<file path="src/hdl/bctd_pkg.sv">
// Shared types and constants for the block-compressed texel decoder.
package bctd_pkg;

    // Block format codes carried on the kind input
    localparam logic [1:0] KIND_DXT1  = 2'd0;
    localparam logic [1:0] KIND_DXT3  = 2'd1;
    localparam logic [1:0] KIND_DXT5  = 2'd2;
    localparam logic [1:0] KIND_UNSUP = 2'd3;

    // Colour path result handed to the top level
    typedef struct packed {
        logic [7:0] red;
        logic [7:0] green;
        logic [7:0] blue;
        logic       black;
    } t_color;

endpackage

</file>
<file path="src/hdl/bc_texel_decoder_unit.sv">
// Top level of the texel decoder: input register, colour and alpha paths, result register.
// Decodes one texel of a DXT1, DXT3 or DXT5 block to 8-bit RGBA. A transaction is taken at
// every edge where i_start is high; o_busy stays low, so one texel can enter each clock.
// The result passes the input register and then the result register, and appears
// on o_red, o_green, o_blue and o_alpha, qualified by o_done for exactly one cycle. There
// is no hold-off on the result side: a result must be captured in the cycle o_done is high.
// No state links one texel to the next.
module bc_texel_decoder_unit (
    input  logic        i_clk,
    input  logic        i_rst_n,
    input  logic        i_start,
    output logic        o_busy,
    input  logic [1:0]  i_kind,
    input  logic [15:0] i_endpoint_zero,
    input  logic [15:0] i_endpoint_one,
    input  logic [31:0] i_color_indices,
    input  logic [63:0] i_alpha_bits,
    input  logic [1:0]  i_texel_x,
    input  logic [1:0]  i_texel_y,
    output logic        o_done,
    output logic [7:0]  o_red,
    output logic [7:0]  o_green,
    output logic [7:0]  o_blue,
    output logic [7:0]  o_alpha
);

    logic              r_in_vld;
    logic [1:0]        r_kind;
    logic [15:0]       r_endpoint_zero;
    logic [15:0]       r_endpoint_one;
    logic [31:0]       r_color_indices;
    logic [63:0]       r_alpha_bits;
    logic [3:0]        r_idx;

    logic              r_done;
    logic [7:0]        r_red;
    logic [7:0]        r_green;
    logic [7:0]        r_blue;
    logic [7:0]        r_alpha;

    logic [7:0]        n_red;
    logic [7:0]        n_green;
    logic [7:0]        n_blue;
    logic [7:0]        n_alpha;

    logic [1:0]        sel;
    logic [7:0]        alpha;
    logic              zero;
    bctd_pkg::t_color  color;

    // Never stalls the sender
    assign o_busy = 1'b0;

    // Capture the transaction
    always_ff @(posedge i_clk) begin
        if (!i_rst_n) begin
            r_in_vld <= 1'b0;
        end else begin
            r_in_vld <= i_start;
        end
    end

    always_ff @(posedge i_clk) begin
        if (i_start) begin
            r_kind          <= i_kind;
            r_endpoint_zero <= i_endpoint_zero;
            r_endpoint_one  <= i_endpoint_one;
            r_color_indices <= i_color_indices;
            r_alpha_bits    <= i_alpha_bits;
            r_idx           <= {i_texel_y, i_texel_x};
        end
    end

    // Colour selector of this texel
    assign sel = r_color_indices[{r_idx, 1'b0} +: 2];

    bctd_color u_color (
        .i_kind          (r_kind),
        .i_endpoint_zero (r_endpoint_zero),
        .i_endpoint_one  (r_endpoint_one),
        .i_sel           (sel),
        .o_color         (color)
    );

    bctd_alpha u_alpha (
        .i_kind       (r_kind),
        .i_alpha_bits (r_alpha_bits),
        .i_idx        (r_idx),
        .o_alpha      (alpha)
    );

    // Drop everything to zero for transparent black or an unsupported format
    always_comb begin
        zero = ((r_kind == bctd_pkg::KIND_DXT1) && color.black) ||
               (r_kind == bctd_pkg::KIND_UNSUP);
        if (zero) begin
            n_red   = 8'd0;
            n_green = 8'd0;
            n_blue  = 8'd0;
            n_alpha = 8'd0;
        end else begin
            n_red   = color.red;
            n_green = color.green;
            n_blue  = color.blue;
            n_alpha = alpha;
        end
    end

    // Result register
    always_ff @(posedge i_clk) begin
        if (!i_rst_n) begin
            r_done <= 1'b0;
        end else begin
            r_done <= r_in_vld;
        end
    end

    always_ff @(posedge i_clk) begin
        r_red   <= n_red;
        r_green <= n_green;
        r_blue  <= n_blue;
        r_alpha <= n_alpha;
    end

    assign o_done  = r_done;
    assign o_red   = r_red;
    assign o_green = r_green;
    assign o_blue  = r_blue;
    assign o_alpha = r_alpha;

endmodule

</file>
<file path="src/hdl/bctd_color.sv">
// Colour path: RGB565 endpoint unpack, palette interpolation and widening to 8 bits.
module bctd_color (
    input  logic [1:0]     i_kind,
    input  logic [15:0]    i_endpoint_zero,
    input  logic [15:0]    i_endpoint_one,
    input  logic [1:0]     i_sel,
    output bctd_pkg::t_color o_color
);

    // Divide an 8-bit value by three: multiply by 171/512, exact up to 255
    function automatic logic [7:0] f_div3(input logic [7:0] x);
        logic [16:0] p;
        p = 17'(x) * 17'd171;
        return p[16:9];
    endfunction

    // One third of the way from p towards q
    function automatic logic [5:0] f_third(input logic [5:0] p, input logic [5:0] q);
        logic [7:0] s;
        logic [7:0] d;
        s = {1'b0, p, 1'b0} + {2'b00, q};
        d = f_div3(s);
        return d[5:0];
    endfunction

    // Truncated mean of two channel values
    function automatic logic [5:0] f_half(input logic [5:0] p, input logic [5:0] q);
        logic [6:0] s;
        s = {1'b0, p} + {1'b0, q};
        return s[6:1];
    endfunction

    // Widen a 5-bit channel: (v*255 + 15) / 31, divide by multiplying with 8457/2^18
    function automatic logic [7:0] f_widen5(input logic [5:0] v);
        logic [12:0] x;
        logic [26:0] p;
        x = 13'(v[4:0]) * 13'd255 + 13'd15;
        p = 27'(x) * 27'd8457;
        return p[25:18];
    endfunction

    // Widen a 6-bit channel: (v*255 + 31) / 63, divide by multiplying with 16645/2^20
    function automatic logic [7:0] f_widen6(input logic [5:0] v);
        logic [13:0] x;
        logic [27:0] p;
        x = 14'(v) * 14'd255 + 14'd31;
        p = 28'(x) * 28'd16645;
        return p[27:20];
    endfunction

    logic [5:0] c0_r, c0_g, c0_b;
    logic [5:0] c1_r, c1_g, c1_b;
    logic [5:0] v_r, v_g, v_b;
    logic       four;
    logic       black;

    // Unpack endpoints, red and blue held in six bits with a zero on top
    assign c0_r = {1'b0, i_endpoint_zero[15:11]};
    assign c0_g = i_endpoint_zero[10:5];
    assign c0_b = {1'b0, i_endpoint_zero[4:0]};
    assign c1_r = {1'b0, i_endpoint_one[15:11]};
    assign c1_g = i_endpoint_one[10:5];
    assign c1_b = {1'b0, i_endpoint_one[4:0]};

    // Four-colour palette unless a DXT1 block has its first endpoint at or below the second
    assign four = (i_kind != bctd_pkg::KIND_DXT1) || (i_endpoint_zero > i_endpoint_one);

    // Pick the palette entry
    always_comb begin
        black = 1'b0;
        v_r   = c0_r;
        v_g   = c0_g;
        v_b   = c0_b;
        case (i_sel)
            2'd0: begin
                v_r = c0_r;
                v_g = c0_g;
                v_b = c0_b;
            end
            2'd1: begin
                v_r = c1_r;
                v_g = c1_g;
                v_b = c1_b;
            end
            2'd2: begin
                if (four) begin
                    v_r = f_third(c0_r, c1_r);
                    v_g = f_third(c0_g, c1_g);
                    v_b = f_third(c0_b, c1_b);
                end else begin
                    v_r = f_half(c0_r, c1_r);
                    v_g = f_half(c0_g, c1_g);
                    v_b = f_half(c0_b, c1_b);
                end
            end
            default: begin
                if (four) begin
                    v_r = f_third(c1_r, c0_r);
                    v_g = f_third(c1_g, c0_g);
                    v_b = f_third(c1_b, c0_b);
                end else begin
                    black = 1'b1;
                end
            end
        endcase
    end

    // Widen to 8 bits with rounding to the nearest step of 255
    assign o_color.red   = f_widen5(v_r);
    assign o_color.green = f_widen6(v_g);
    assign o_color.blue  = f_widen5(v_b);
    assign o_color.black = black;

endmodule

</file>
<file path="src/hdl/bctd_alpha.sv">
// Alpha path: constant DXT1 alpha, explicit DXT3 alpha and interpolated DXT5 alpha.
module bctd_alpha (
    input  logic [1:0]  i_kind,
    input  logic [63:0] i_alpha_bits,
    input  logic [3:0]  i_idx,
    output logic [7:0]  o_alpha
);

    // Divide an 11-bit value by seven: multiply by 2341/16384, exact up to 1785
    function automatic logic [7:0] f_div7(input logic [10:0] x);
        logic [21:0] p;
        p = 22'(x) * 22'd2341;
        return p[21:14];
    endfunction

    // Divide an 11-bit value by five: multiply by 3277/16384, exact up to 1275
    function automatic logic [7:0] f_div5(input logic [10:0] x);
        logic [21:0] p;
        p = 22'(x) * 22'd3277;
        return p[21:14];
    endfunction

    logic [3:0]  nib;
    logic [5:0]  sel_base;
    logic [2:0]  sel;
    logic [7:0]  a0;
    logic [7:0]  a1;
    logic [3:0]  w0;
    logic [2:0]  w1;
    logic [10:0] wsum;
    logic        eight;
    logic [7:0]  dxt5_a;

    // Fetch the texel's explicit nibble and interpolation selector
    assign nib      = i_alpha_bits[{i_idx, 2'b00} +: 4];
    assign sel_base = 6'd16 + 6'(i_idx) * 6'd3;
    assign sel      = i_alpha_bits[sel_base +: 3];
    assign a0       = i_alpha_bits[7:0];
    assign a1       = i_alpha_bits[15:8];
    assign eight    = a0 > a1;

    // Weights for the eight-step or six-step ramp
    always_comb begin
        if (eight) begin
            w0 = 4'd8 - 4'(sel);
        end else begin
            w0 = 4'd6 - 4'(sel);
        end
        w1   = sel - 3'd1;
        wsum = 11'(w0) * 11'(a0) + 11'(w1) * 11'(a1);
    end

    // Select the DXT5 alpha
    always_comb begin
        if (sel == 3'd0) begin
            dxt5_a = a0;
        end else if (sel == 3'd1) begin
            dxt5_a = a1;
        end else if (eight) begin
            dxt5_a = f_div7(wsum);
        end else if (sel == 3'd6) begin
            dxt5_a = 8'd0;
        end else if (sel == 3'd7) begin
            dxt5_a = 8'd255;
        end else begin
            dxt5_a = f_div5(wsum);
        end
    end

    // Choose by block format
    always_comb begin
        unique case (i_kind)
            bctd_pkg::KIND_DXT1: o_alpha = 8'd255;
            bctd_pkg::KIND_DXT3: o_alpha = {nib, nib};
            bctd_pkg::KIND_DXT5: o_alpha = dxt5_a;
            default:             o_alpha = 8'd0;
        endcase
    end

endmodule

</file>
<file path="config.mk">
export PLATFORM = sky130hd
export DESIGN_NAME = bc_texel_decoder_unit
export DESIGN_NICKNAME = d
export VERILOG_FILES = /design/src/hdl/bctd_pkg.sv /design/src/hdl/bc_texel_decoder_unit.sv /design/src/hdl/bctd_color.sv /design/src/hdl/bctd_alpha.sv
export SDC_FILE = /design/constraint.sdc
export NUM_CORES = 1
export LEC_CHECK = 0
export BUFFER_PORTS_ARGS = -buffer_cell sky130_fd_sc_hd__clkbuf_2
export CAP_MARGIN = 20
export CELL_PAD_IN_SITES_DETAIL_PLACEMENT = 0
export CELL_PAD_IN_SITES_GLOBAL_PLACEMENT = 1
export CORE_ASPECT_RATIO = 0.75
export CORE_MARGIN = 8
export CORE_UTILIZATION = 30
export CTS_CLUSTER_DIAMETER = 60
export DETAILED_ROUTE_END_ITERATION = 8
export GPL_TIMING_DRIVEN = 0
export HOLD_SLACK_MARGIN = 0.03
export PLACE_DENSITY_LB_ADDON = 0.1
export SETUP_SLACK_MARGIN = 0.3
export SYNTH_ARGS = -nofsm -noshare
export SYNTH_HDL_FRONTEND = slang
export SYNTH_HIERARCHICAL = 1
export SYNTH_SLANG_ARGS = --single-unit
</file>
<file path="constraint.sdc">
create_clock -name i_clk -period 26.8 [get_ports i_clk]
set_input_delay 1.34 -clock i_clk [delete_from_list [all_inputs] [get_ports i_clk]]
set_output_delay 1.34 -clock i_clk [all_outputs]
set_load 0.01 [all_outputs]
</file>
==> results.md, run 1 <==
* Reg-to-reg startpoint: r_idx[2]
* Crit-path slowest cell: mux2i_1
* Slowest Stage Delay on Critical Path at about 0.65 ns
* Simple-Gate Fraction of Synth Area at 0.07568
* WHS Path Cells at 1
* CP startpoint kind: register
* Critical Path Sink Type: register
* Multiplexer share of the synthesized area at 0.08518
* Layout Nets at just under 4k
* Root buffer cell: clkbuf_16
* F_max at about 64 MHz
* Top sig layer: met5
* Worst-Margin Slew at 1.104 ns
* Top Family by Delay on Critical Path: adder cells
* Clock skew at slightly above 0.02 ns
* Die width at 371.7 um
* CTS resizes at 0
* FF-to-FF setup slack at roughly 11 ns
* RSZ-0062 raised after global routing: no
* CTS Buf Count at 17
* Run status: finished, final reports clean
* Worst min-delay path class: reg2reg
* Ys async rst share at 0
* WP buf/inv at 10
* Fin crit period at between 15 and 20 ns
* Syn nets at 3,762
* Post-synth EDFFs at 134
* Routability congestion estimate at around 0.81
* Synth Register Bits at 168
* CTS tree: done
* Row count at 98
* Fin Setup TNS at 0 ns
* Part of the cycle the worst path needs at 0.5822
* Starting density of the core at 0.3007
* All-Layer GR Usage at 0.1483
* Worst slack at placement at 11.13 ns
* Worst Path Max Fanout at 10
* Largest family of logic cells by synthesized area: adder cells
* Vias in the first global route at ~21k
* CTS sink count at 168
* Worst r2r path cells at 51
* Adder-Cell Fraction of Synth Area at 0.4521
* Post-synth cell types at between 90 and 100
* Clock Latency Late Sink at 0.49 ns
* Metal2 WL at 32,950 um
* H-tree depth at 4
* Syn Std Cell Area at ~0.028 mm2
* Vias at between 20k and 25k
* Post-synthesis compound-gate area fraction at 0.09634
* Largest net degree at the start of global routing at 77
* # Max-Cap Violations at 0
* Hold Path Sink: o_done
* Number of port buffers at around 170
* Initial antenna violation count at 3
* Main flop type after synthesis: edfxtp_1
* Remaining global-route overflow at 0
* DR DRC count at 0
* Synth warn at 6
* Layout cells sized above 1 at 0.1147
* Final Instance Area at around 0.032 mm2
* Arrival time worst endpoint at approximately 16 ns
* Required @ worst endpoint at approximately 27 ns
* Area growth, synth to finish at 10.94%
* Via/cell ratio at 4.822
* First-pass GRT wire length at around 120,000 um
* Top-Level Pins at between 150 and 200
* Worst-path clk slew at about 0.10 ns
* Die Span Y at ~280 um
* Initial DRT Pass Iterations at 5
* Max_slew headroom at 0.2563
* Reg2reg end: o_alpha[7]
* Final setup viols at 0
* Min-delay src: r_in_vld
* Dpl hpwl at 65,330 um
* Postcts setup bufs at 0
* Clk buf depth at 2
* Xor/xnor share of the synthesized area at 0.05265
* Mean post-synth cell area at 10.45 um2
* Mapped Cells at between 2k and 3k
* Routed Antenna Nets at 0
* DRT iter0 DRCs at between 900 and 1k
* Cts hold-fix bufs at 0
* WL final at approximately 77,000 um
* Core area at roughly 0.095 mm2
* Setup ws final at around 11 ns
* WL/cell at roughly 18 um
* Hold Fails Final Rpt at 0
* Critical path class: reg2reg
* Seq/Total Area, Yosys at 0.1653
* WL met3 at roughly 3200 um
* M1 WL at ~40,000 um
* Final Util at 0.3336
* Die ar. at between 0.1 and 0.15 mm2
* Area after DPL at about 0.031 mm2
* CP dominant cell by count: fa_1
* Count of pins over their slew limit at 0
==> area by class of cell <==
type,count,area (um2)
clock buffers,17,425.4
diodes,1,2.502
clock inverters,15,209.0
plain buffers,45,244.0
well taps,1250,1564
inverters,484,1822
flip-flops and latches,168,4705
repair buffers,174,913.4
fillers,9664,63080
multi-input cells,2026,21700
==> kinds of logic after synthesis <==
kind of cell	Yosys count
other	2
AO/OA/AOI/OAI	396
buffers and inverters	529
AND/OR/NAND/NOR	431
adder cells (fa/ha/maj)	902
flip-flops	168
XOR/XNOR	168
multiplexers	127
==> state kept, by name, summed over array words and instances, names as in the netlist <==
| name | cells |
|---|---|
| r_color_indices | 32 |
| o_green | 8 |
| o_alpha | 8 |
| r_endpoint_zero | 16 |
| r_alpha_bits | 64 |
| o_done | 1 |
| r_in_vld | 1 |
| r_kind | 2 |
| r_idx | 4 |
| o_blue | 8 |
| o_red | 8 |
| r_endpoint_one | 16 |
==> metal layers <==
layer  vias to the layer above  global-route usage
li1                       9907                   -
met1                      9862              0.2174
met2                       335              0.2279
met3                        50             0.02723
met4                         2             0.02921
met5                         -                   0
==> worst reg2reg max path, delay by kind of cell, from the launching register on <==
family                     cells  cell delay, ns
and+or+nand+nor                4            0.44
AOI/OAI and AO/OA             16            3.72
DFF                            1            0.55
buffers and inverters         10            2.24
adders and majority gates     15            6.55
muxes                          4            1.36
xor gates and xnor gates       2            0.62
==> metrics by stage <==
stage	cells	hold WS (ns)
6_report	4180	0.4558
5_1_grt	4180	0.4931
4_1_cts	4178	0.4574
3_5_place_dp	4146	0.4332
3_3_place_gp	4142	0.4229
2_1_floorplan	2723	0.4118
==> Yosys cell counts (21+ instances only) <==
| master | number | area (um2) |
|---|---|---|
| a21o_1 | 50 | 375.4 |
| a21oi_1 | 113 | 565.5 |
| and2_1 | 58 | 362.9 |
| clkbuf_1 | 24 | 90.09 |
| dfxtp_1 | 34 | 680.7 |
| edfxtp_1 | 134 | 4024 |
| fa_1 | 211 | 4224 |
| ha_1 | 691 | 8646 |
| inv_1 | 479 | 1798 |
| mux2i_1 | 32 | 320.3 |
| mux4_2 | 76 | 1712 |
| nand2_1 | 99 | 371.6 |
| nand3_1 | 45 | 225.2 |
| nor2_1 | 110 | 412.9 |
| nor2b_1 | 28 | 175.2 |
| nor3_1 | 21 | 105.1 |
| o21a_1 | 21 | 157.7 |
| o21ai_0 | 46 | 230.2 |
| xnor2_1 | 112 | 980.9 |
| xor2_1 | 54 | 473.0 |
==> cell usage in the layout (no fill, tap or decap), types with 7 or more instances in the layout <==
master,instances
o31a_1,7
mux2i_1,32
a211oi_1,13
o21bai_1,18
nor2_1,110
edfxtp_1,134
o211ai_1,15
clkbuf_1,24
a21o_1,50
clkinv_8,7
nand3_1,45
o31ai_1,9
nand4_1,12
a21oi_1,113
nor3_1,21
dfxtp_1,34
a22oi_1,8
mux4_2,76
nand2_1,99
buf_2,7
inv_1,479
o21ai_1,10
and3_1,8
o21ai_0,45
nand2b_1,17
buf_6,8
ha_1,691
xnor2_1,112
mux4_1,11
a221oi_1,7
nor2b_1,28
o21a_1,21
a31oi_1,7
clkbuf_16,17
and2_1,58
clkbuf_2,168
fa_1,211
xor2_1,54
==> worst max path at each step <==
stage                                   from  cells past startpoint  slack, ns    endpoint
after floorplan           r_endpoint_zero[6]                     52      13.79  o_green[7]
after global placement              r_idx[2]                     50      11.22  o_alpha[7]
after detailed placement            r_idx[2]                     50      11.13  o_alpha[7]
after CTS                           r_idx[2]                     50      11.08  o_alpha[7]
after global routing                r_idx[2]                     50      10.04  o_alpha[7]
final                               r_idx[2]                     51      11.20  o_alpha[7]
Power of run 1 is left out: the tool's default activity adds up to more than one toggle a clock period on the data nets, which glitch-free logic cannot reach.
==> run 2: changes to the inputs <==
--- a/config.mk
+++ b/config.mk
@@ -5,6 +5,7 @@
 export SDC_FILE = /design/constraint.sdc
 export NUM_CORES = 1
 export LEC_CHECK = 0
+export ABC_AREA = 1
 export BUFFER_PORTS_ARGS = -buffer_cell sky130_fd_sc_hd__clkbuf_2
 export CAP_MARGIN = 20
 export CELL_PAD_IN_SITES_DETAIL_PLACEMENT = 0
==> constraint.sdc (replaced) <==
create_clock -name i_clk -period 15.48 [get_ports i_clk]
set_input_delay 0.774 -clock i_clk [delete_from_list [all_inputs] [get_ports i_clk]]
set_output_delay 0.774 -clock i_clk [all_outputs]
set_load 0.01 [all_outputs]
==> results.md, run 2 <==
* Number of port buffers at 169 (unchanged)
* Multiplexer share of the synthesized area at 0 (was 0.08518)
* Vias at 24.94k (was 20.16k)
* FILL cells at 10.89k (was 9,664)
* Worst-Margin Slew at 1.062 ns (was 1.104 ns)
* All-Layer GR Usage at 0.1698 (was 0.1483)
* Hold Path Sink: o_done (unchanged)
* Row count at 101 (was 98)
* Die Span Y at 291.4 um (was 282.8 um)
* Fin crit period at 14.12 ns (was 15.60 ns)
* WHS Path Cells at 2 (was 1)
* Largest net degree at the start of global routing at 96 (was 77)
* Vias in the first global route at 25.66k (was 21.35k)
* DRT iter0 DRCs at 1,443 (was 973)
* Clk buf depth at 2 (unchanged)
* Post-synth EDFFs at 134 (unchanged)
* Ys async rst share at 0 (unchanged)
* Main flop type after synthesis: edfxtp_1 (unchanged)
* Adder-Cell Fraction of Synth Area at 0.4243 (was 0.4521)
* Top cell type's share of synthesized area at 0.2850 (was 0.3037)
* Core area at 0.1007 mm2 (was 0.09466 mm2)
* Cts hold-fix bufs at 0 (unchanged)
* Run status: finished, final reports clean (unchanged)
* Top-count cell post-synth: inv_1 (was ha_1)
* CTS Buf Count at 17 (unchanged)
* F_max at 70.80 MHz (was 64.09 MHz)
* Reg-to-reg startpoint: r_idx[2] (unchanged)
* Synth top area cells: ha_1, fa_1, edfxtp_1, inv_1, nand2_1 (was ha_1, fa_1, edfxtp_1, inv_1, mux4_2)
* Layout Nets at 5,048 (was 3,955)
* Starting density of the core at 0.3012 (was 0.3007)
* Cell taking the most area after synthesis: ha_1 (unchanged)
* Worst min-delay path class: reg2reg (unchanged)
* Die width at 383.2 um (was 371.7 um)
* Fin Setup TNS at 0 ns (unchanged)
* Most frequent cells in the layout: inv_1, nand2_1, ha_1, a21oi_1, nor2_1 (was ha_1, inv_1, fa_1, clkbuf_2, edfxtp_1)
* Layout cells sized above 1 at 0.07708 (was 0.1147)
* # Max-Cap Violations at 0 (unchanged)
* Worst Path Max Fanout at 13 (was 10)
* Worst slack at placement at 0.9008 ns (was 11.13 ns)
* Postcts setup bufs at 0 (unchanged)
* Routed Antenna Nets at 0 (unchanged)
* Top flop regs: r_alpha_bits: 64 flops, r_color_indices: 32 flops (unchanged)
* Top-Level Pins at 171 (unchanged)
* Slowest Stage Delay on Critical Path at 0.90 ns (was 0.65 ns)
* WP buf/inv at 15 (was 10)
* Root buffer cell: clkbuf_16 (unchanged)
* Routability congestion estimate at 0.8724 (was 0.8138)
* WL final at 94,110 um (was 76,820 um)
* Initial antenna violation count at 6 (was 3)
* Leading cell type in the layout, fill and taps excluded: inv_1 (was ha_1)
* Top Family by Delay on Critical Path: adder cells (unchanged)
* Area growth, synth to finish at 10.58% (was 10.94%)
* Clock Latency Late Sink at 0.51 ns (was 0.49 ns)
* Post-synth cell types at 61 (was 93)
* Remaining global-route overflow at 0 (unchanged)
* CTS resizes at 0 (unchanged)
* Reg2reg end: o_alpha[6] (was o_alpha[7])
* Max reg flops at 64 (unchanged)
* Synth warn at 6 (unchanged)
* H-tree depth at 4 (unchanged)
* Simple-Gate Fraction of Synth Area at 0.1838 (was 0.07568)
* DR DRC count at 0 (unchanged)
* Required @ worst endpoint at 15.87 ns (was 27.20 ns)
* Critical Path Sink Type: register (unchanged)
* Dpl hpwl at 79,440 um (was 65,330 um)
* Count of pins over their slew limit at 0 (unchanged)
* First-pass GRT wire length at 149,400 um (was 121,700 um)
* Min-delay src: r_in_vld (unchanged)
* FF-to-FF setup slack at 1.36 ns (was 11.20 ns)
* Synth Register Bits at 168 (unchanged)
* Largest Register: r_alpha_bits (unchanged)
* Top cells by count, synth: inv_1, nand2_1, ha_1, a21oi_1, nor2_1 (was ha_1, inv_1, fa_1, edfxtp_1, a21oi_1)
* Worst r2r path cells at 57 (was 51)
* Critical path class: reg2reg (unchanged)
* Crit-path slowest cell: edfxtp_1 (was mux2i_1)
* Syn Std Cell Area at 0.03034 mm2 (was 0.02847 mm2)
* Via/cell ratio at 4.649 (was 4.822)
* Initial DRT Pass Iterations at 5 (unchanged)
* Part of the cycle the worst path needs at 0.9124 (was 0.5822)
* RSZ-0062 raised after global routing: no (unchanged)
* CP dominant cell by count: inv_1 (was fa_1)
* Clock skew at 0.01853 ns (was 0.02064 ns)
* CTS sink count at 168 (unchanged)
* Setup ws final at 1.357 ns (was 11.20 ns)
* Final setup viols at 0 (unchanged)
* Mapped Cells at 3,818 (was 2,723)
* Arrival time worst endpoint at 14.51 ns (was 16.00 ns)
* Worst-path clk slew at 0.08 ns (was 0.10 ns)
* Xor/xnor share of the synthesized area at 0.03898 (was 0.05265)
* CP startpoint kind: register (unchanged)
* Seq/Total Area, Yosys at 0.1551 (was 0.1653)
* Syn nets at 4,857 (was 3,762)
* Die ar. at 0.1117 mm2 (was 0.1051 mm2)
* Critical Path Stages at 57 (was 51)
* Max_slew headroom at 0.2921 (was 0.2563)
* Mean post-synth cell area at 7.945 um2 (was 10.45 um2)
* Post-synthesis compound-gate area fraction at 0.09470 (was 0.09634)
* CTS tree: done (unchanged)
* Largest family of logic cells by synthesized area: adder cells (unchanged)
* WL/cell at 17.54 um (was 18.38 um)
* Hold Fails Final Rpt at 0 (unchanged)
-- run 2: cell types whose count changed in the layout (fill, tap and decap cells not counted), moves of 45 or more --
| cell | before | now |
|---|---|---|
| a21oi_1 | 113 | 252 |
| mux4_2 | 76 | 0 |
| and2_1 | 58 | 11 |
| o21ai_0 | 45 | 90 |
| inv_1 | 479 | 721 |
| nand3_1 | 45 | 237 |
| nand2_1 | 99 | 718 |
| xnor2_1 | 112 | 47 |
| nor2_1 | 110 | 242 |
-- run 2: cell type report --
class / count / area, um2 / area share
inverter: 744 / 2795 / 0.08333
antenna: 3 / 7.507 / 0.0002238
buffer: 49 / 327.8 / 0.009773
multi-input combinational: 2857 / 22510 / 0.6710
sequential: 168 / 4705 / 0.1403
tap: 1339 / 1675 / 0.04995
timing repair buffer: 172 / 897.1 / 0.02674
clock buffer: 17 / 425.4 / 0.01268
clock inverter: 15 / 202.7 / 0.006043
-- run 2: cell families (layout without fill, tap and decap cells) --
logic type | count (synthesis) | in the layout
other | 2 | 5
adder cells (fa/ha/maj) | 902 | 902
XOR/XNOR | 135 | 135
flip-flops | 168 | 168
AO/OA/AOI/OAI | 502 | 502
AND/OR/NAND/NOR | 1316 | 1316
buffers and inverters | 793 | 997
-- run 2: how the worst max path moves through the flow --
| stage | startpoint | slack [ns] | to |
|---|---|---|---|
| final | r_idx[2] | 1.36 | o_alpha[6] |
| after global routing | r_idx[2] | 0.42 | o_alpha[6] |
| after CTS | r_idx[2] | 0.86 | o_alpha[6] |
| after detailed placement | r_idx[2] | 0.90 | o_alpha[6] |
| after global placement | r_idx[2] | 0.83 | o_alpha[6] |
| after floorplan | r_endpoint_zero[6] | 4.01 | o_green[4] |
-- run 2: metrics by stage --
stage / util / hold WS, ns / instances / instance area (um2)
2_1_floorplan: - / 0.3900 / 3818 / 30340
3_3_place_gp: 0.3262 / 0.3965 / 5326 / 32860
3_5_place_dp: 0.3267 / 0.4008 / 5328 / 32900
4_1_cts: 0.3329 / 0.3431 / 5360 / 33530
5_1_grt: 0.3330 / 0.3918 / 5362 / 33540
6_report: 0.3330 / 0.4176 / 5364 / 33540
-- run 2: worst min-delay path: cells and delay by family (launching register included) --
| kind | cells | cell delay (ns) |
|---|---|---|
| flops | 1 | 0.30 |
| simple gates | 1 | 0.05 |
| buf+inv | 1 | 0.03 |
-- run 2: routing by layer --
layer  vias to the layer above  share of wire  global-route usage
li1                      12850              -                   -
met1                     11570           0.53              0.2534
met2                       445           0.41              0.2558
met3                        63          0.045             0.02636
met4                         2          0.015             0.03572
met5                         -        0.00013                   0
Power of run 2 is left out for the same reason.
==> run 3: changes to the inputs <==
--- a/config.mk
+++ b/config.mk
@@ -14,6 +14,7 @@
 export CORE_MARGIN = 8
 export CORE_UTILIZATION = 30
 export CTS_CLUSTER_DIAMETER = 60
+export CTS_CLUSTER_SIZE = 20
 export DETAILED_ROUTE_END_ITERATION = 8
 export GPL_TIMING_DRIVEN = 0
 export HOLD_SLACK_MARGIN = 0.03
==> constraint.sdc (replaced) <==
create_clock -name i_clk -period 12.9 [get_ports i_clk]
set_input_delay 0.645 -clock i_clk [delete_from_list [all_inputs] [get_ports i_clk]]
set_output_delay 0.645 -clock i_clk [all_outputs]
set_load 0.01 [all_outputs]
==> results.md, run 3 (same netlist as run 2, synthesis figures left out) <==
* Run status: finished, final reports clean (unchanged)
* Most frequent cells in the layout: inv_1, nand2_1, ha_1, a21oi_1, nor2_1 (unchanged)
* Initial DRT Pass Iterations at 5 (unchanged)
* Reg-to-reg startpoint: r_idx[2] (unchanged)
* FF-to-FF setup slack at 0.85 ns (was 1.36 ns)
* All-Layer GR Usage at 0.1706 (was 0.1698)
* CTS tree: done (unchanged)
* Starting density of the core at 0.3012 (unchanged)
* Worst min-delay path class: in2reg (was reg2reg)
* Critical Path Stages at 63 (was 57)
* Clock skew at 0.01799 ns (was 0.01853 ns)
* Routed Antenna Nets at 0 (unchanged)
* Layout cells sized above 1 at 0.1132 (was 0.07708)
* Via/cell ratio at 4.648 (was 4.649)
* Vias in the first global route at 25.79k (was 25.66k)
* Max_slew headroom at 0.2935 (was 0.2921)
* Routability congestion estimate at 0.8724 (unchanged)
* Top flop regs: r_alpha_bits: 64 flops, r_color_indices: 32 flops (unchanged)
* Worst slack at placement at -1.679 ns (was 0.9008 ns)
* Number of port buffers at 169 (unchanged)
* Die Span Y at 291.4 um (unchanged)
* Root buffer cell: clkbuf_16 (unchanged)
* WHS Path Cells at 1 (was 2)
* Critical Path Sink Type: register (unchanged)
* Worst r2r path cells at 63 (was 57)
* Reg2reg end: o_alpha[7] (was o_alpha[6])
* Leading cell type in the layout, fill and taps excluded: inv_1 (unchanged)
* WP buf/inv at 13 (was 15)
* Fin crit period at 12.05 ns (was 14.12 ns)
* Row count at 101 (unchanged)
* Hold Fails Final Rpt at 0 (unchanged)
* # Max-Cap Violations at 0 (unchanged)
* Remaining global-route overflow at 0 (unchanged)
* RSZ-0062 raised after global routing: no (unchanged)
* F_max at 82.98 MHz (was 70.80 MHz)
* Critical path class: reg2reg (unchanged)
* Area after DPL at 0.03290 mm2 (unchanged)
* Max reg flops at 64 (unchanged)
* Vias at 25.29k (was 24.94k)
* DRT iter0 DRCs at 1,371 (was 1,443)
* CP startpoint kind: register (unchanged)
* Required @ worst endpoint at 13.32 ns (was 15.87 ns)
* Slowest Stage Delay on Critical Path at 0.65 ns (was 0.90 ns)
* Layout Nets at 5,125 (was 5,048)
* Final setup viols at 0 (unchanged)
* Crit path to: o_alpha[7] (was o_alpha[6])
* H-tree depth at 4 (unchanged)
* CTS Buf Count at 17 (unchanged)
* WL final at 95,280 um (was 94,110 um)
* Clock Latency Late Sink at 0.51 ns (about the same)
* WL/cell at 17.51 um (was 17.54 um)
* Setup ws final at 0.8491 ns (was 1.357 ns)
* Area growth, synth to finish at 14.38% (was 10.58%)
* Dpl hpwl at 79,440 um (unchanged)
* Worst-path clk slew at 0.08 ns (about the same)
* Core area at 0.1007 mm2 (unchanged)
* Part of the cycle the worst path needs at 0.9342 (was 0.9124)
* Worst-Margin Slew at 1.060 ns (was 1.062 ns)
* DR DRC count at 0 (unchanged)
* Clk buf depth at 2 (unchanged)
* Final Instance Area at 0.03470 mm2 (was 0.03354 mm2)
* Top Family by Delay on Critical Path: adder cells (unchanged)
* Arrival time worst endpoint at 12.47 ns (was 14.51 ns)
* Die width at 383.2 um (unchanged)
* Die ar. at 0.1117 mm2 (unchanged)
* CTS sink count at 168 (unchanged)
* Largest Register: r_alpha_bits (unchanged)
* Top-Level Pins at 171 (unchanged)
* Largest net degree at the start of global routing at 96 (unchanged)
* Initial antenna violation count at 6 (unchanged)
* First-pass GRT wire length at 150,100 um (was 149,400 um)
* Crit-path slowest cell: fa_2 (was edfxtp_1)
* Count of pins over their slew limit at 0 (unchanged)
* CP dominant cell by count: nand2_1 (was inv_1)
* Worst Path Max Fanout at 12 (was 13)
* Crit path from: r_idx[2] (unchanged)
-- run 3: cell types whose count changed in the layout (fill, tap and decap cells not counted), moves of 6 or more --
cell,delta
buf_4,+78
xor2_1,-11
ha_1,-10
ha_4,+9
a21oi_1,-8
nand2_1,-7
xor2_2,+7
a21oi_2,+6
o21ai_0,-6
-- run 3: through the flow --
| step | hold WS [ns] | instances | utilization | setup TNS [ns] |
|---|---|---|---|---|
| after floorplan | 0.3900 | 3818 | - | 0 |
| after global placement | 0.3965 | 5326 | 0.3262 | -15.74 |
| after detailed placement | 0.4008 | 5328 | 0.3267 | -14.41 |
| after CTS | 0.2141 | 5376 | 0.3359 | 0 |
| after global routing | 0.2629 | 5439 | 0.3444 | 0 |
| final | 0.3034 | 5441 | 0.3445 | 0 |
-- run 3: area by class of cell --
type / instances / area [um2]
Clock buffer: 17 / 425.4
Sequential cell: 168 / 4705
Multi-Input combinational cell: 2857 / 23050
Inverter: 744 / 2808
Buffer: 49 / 339.1
Timing Repair Buffer: 249 / 1483
Clock inverter: 15 / 202.7
Antenna cell: 3 / 7.507
Tap cell: 1339 / 1675
Fill cell: 10820 / 66020
-- run 3: worst min-delay path by stage --
stage,slack [ns],to,start
6_report,0.30,r_endpoint_zero[13],i_endpoint_zero[13]
4_1_cts,0.21,r_alpha_bits[7],i_alpha_bits[7]
3_5_place_dp,0.40,o_done,r_in_vld
2_1_floorplan,0.39,o_done,r_in_vld
3_3_place_gp,0.40,o_done,r_in_vld
5_1_grt,0.26,r_alpha_bits[7],i_alpha_bits[7]
-- run 3: metal layers --
layer | track usage | wire [um] | vias up
li1 | - | - | 13010
met1 | 0.2544 | 50210 | 11810
met2 | 0.2574 | 39320 | 408
met3 | 0.02618 | 4164 | 71
met4 | 0.03664 | 1568 | 2
met5 | 0 | 12 | -
-- run 3: worst register-to-register path, delay by kind of cell, from the launching register on --
kind / cells / cell delay [ns]
xor+xnor: 3 / 0.55
flops: 1 / 0.43
simple gates: 22 / 2.29
buf+inv: 13 / 1.42
fa+ha+maj: 15 / 6.01
compound gates: 10 / 1.31
-- run 3: repair_timing --
action,4_1_cts,5_1_grt
pin swaps,3,34
hold buffers,0,0
resized for setup,35,84
hold endpoints to repair,0,0
setup buffers,16,62
endpoints found under the setup margin,18,28
Power of run 3 is left out for the same reason.
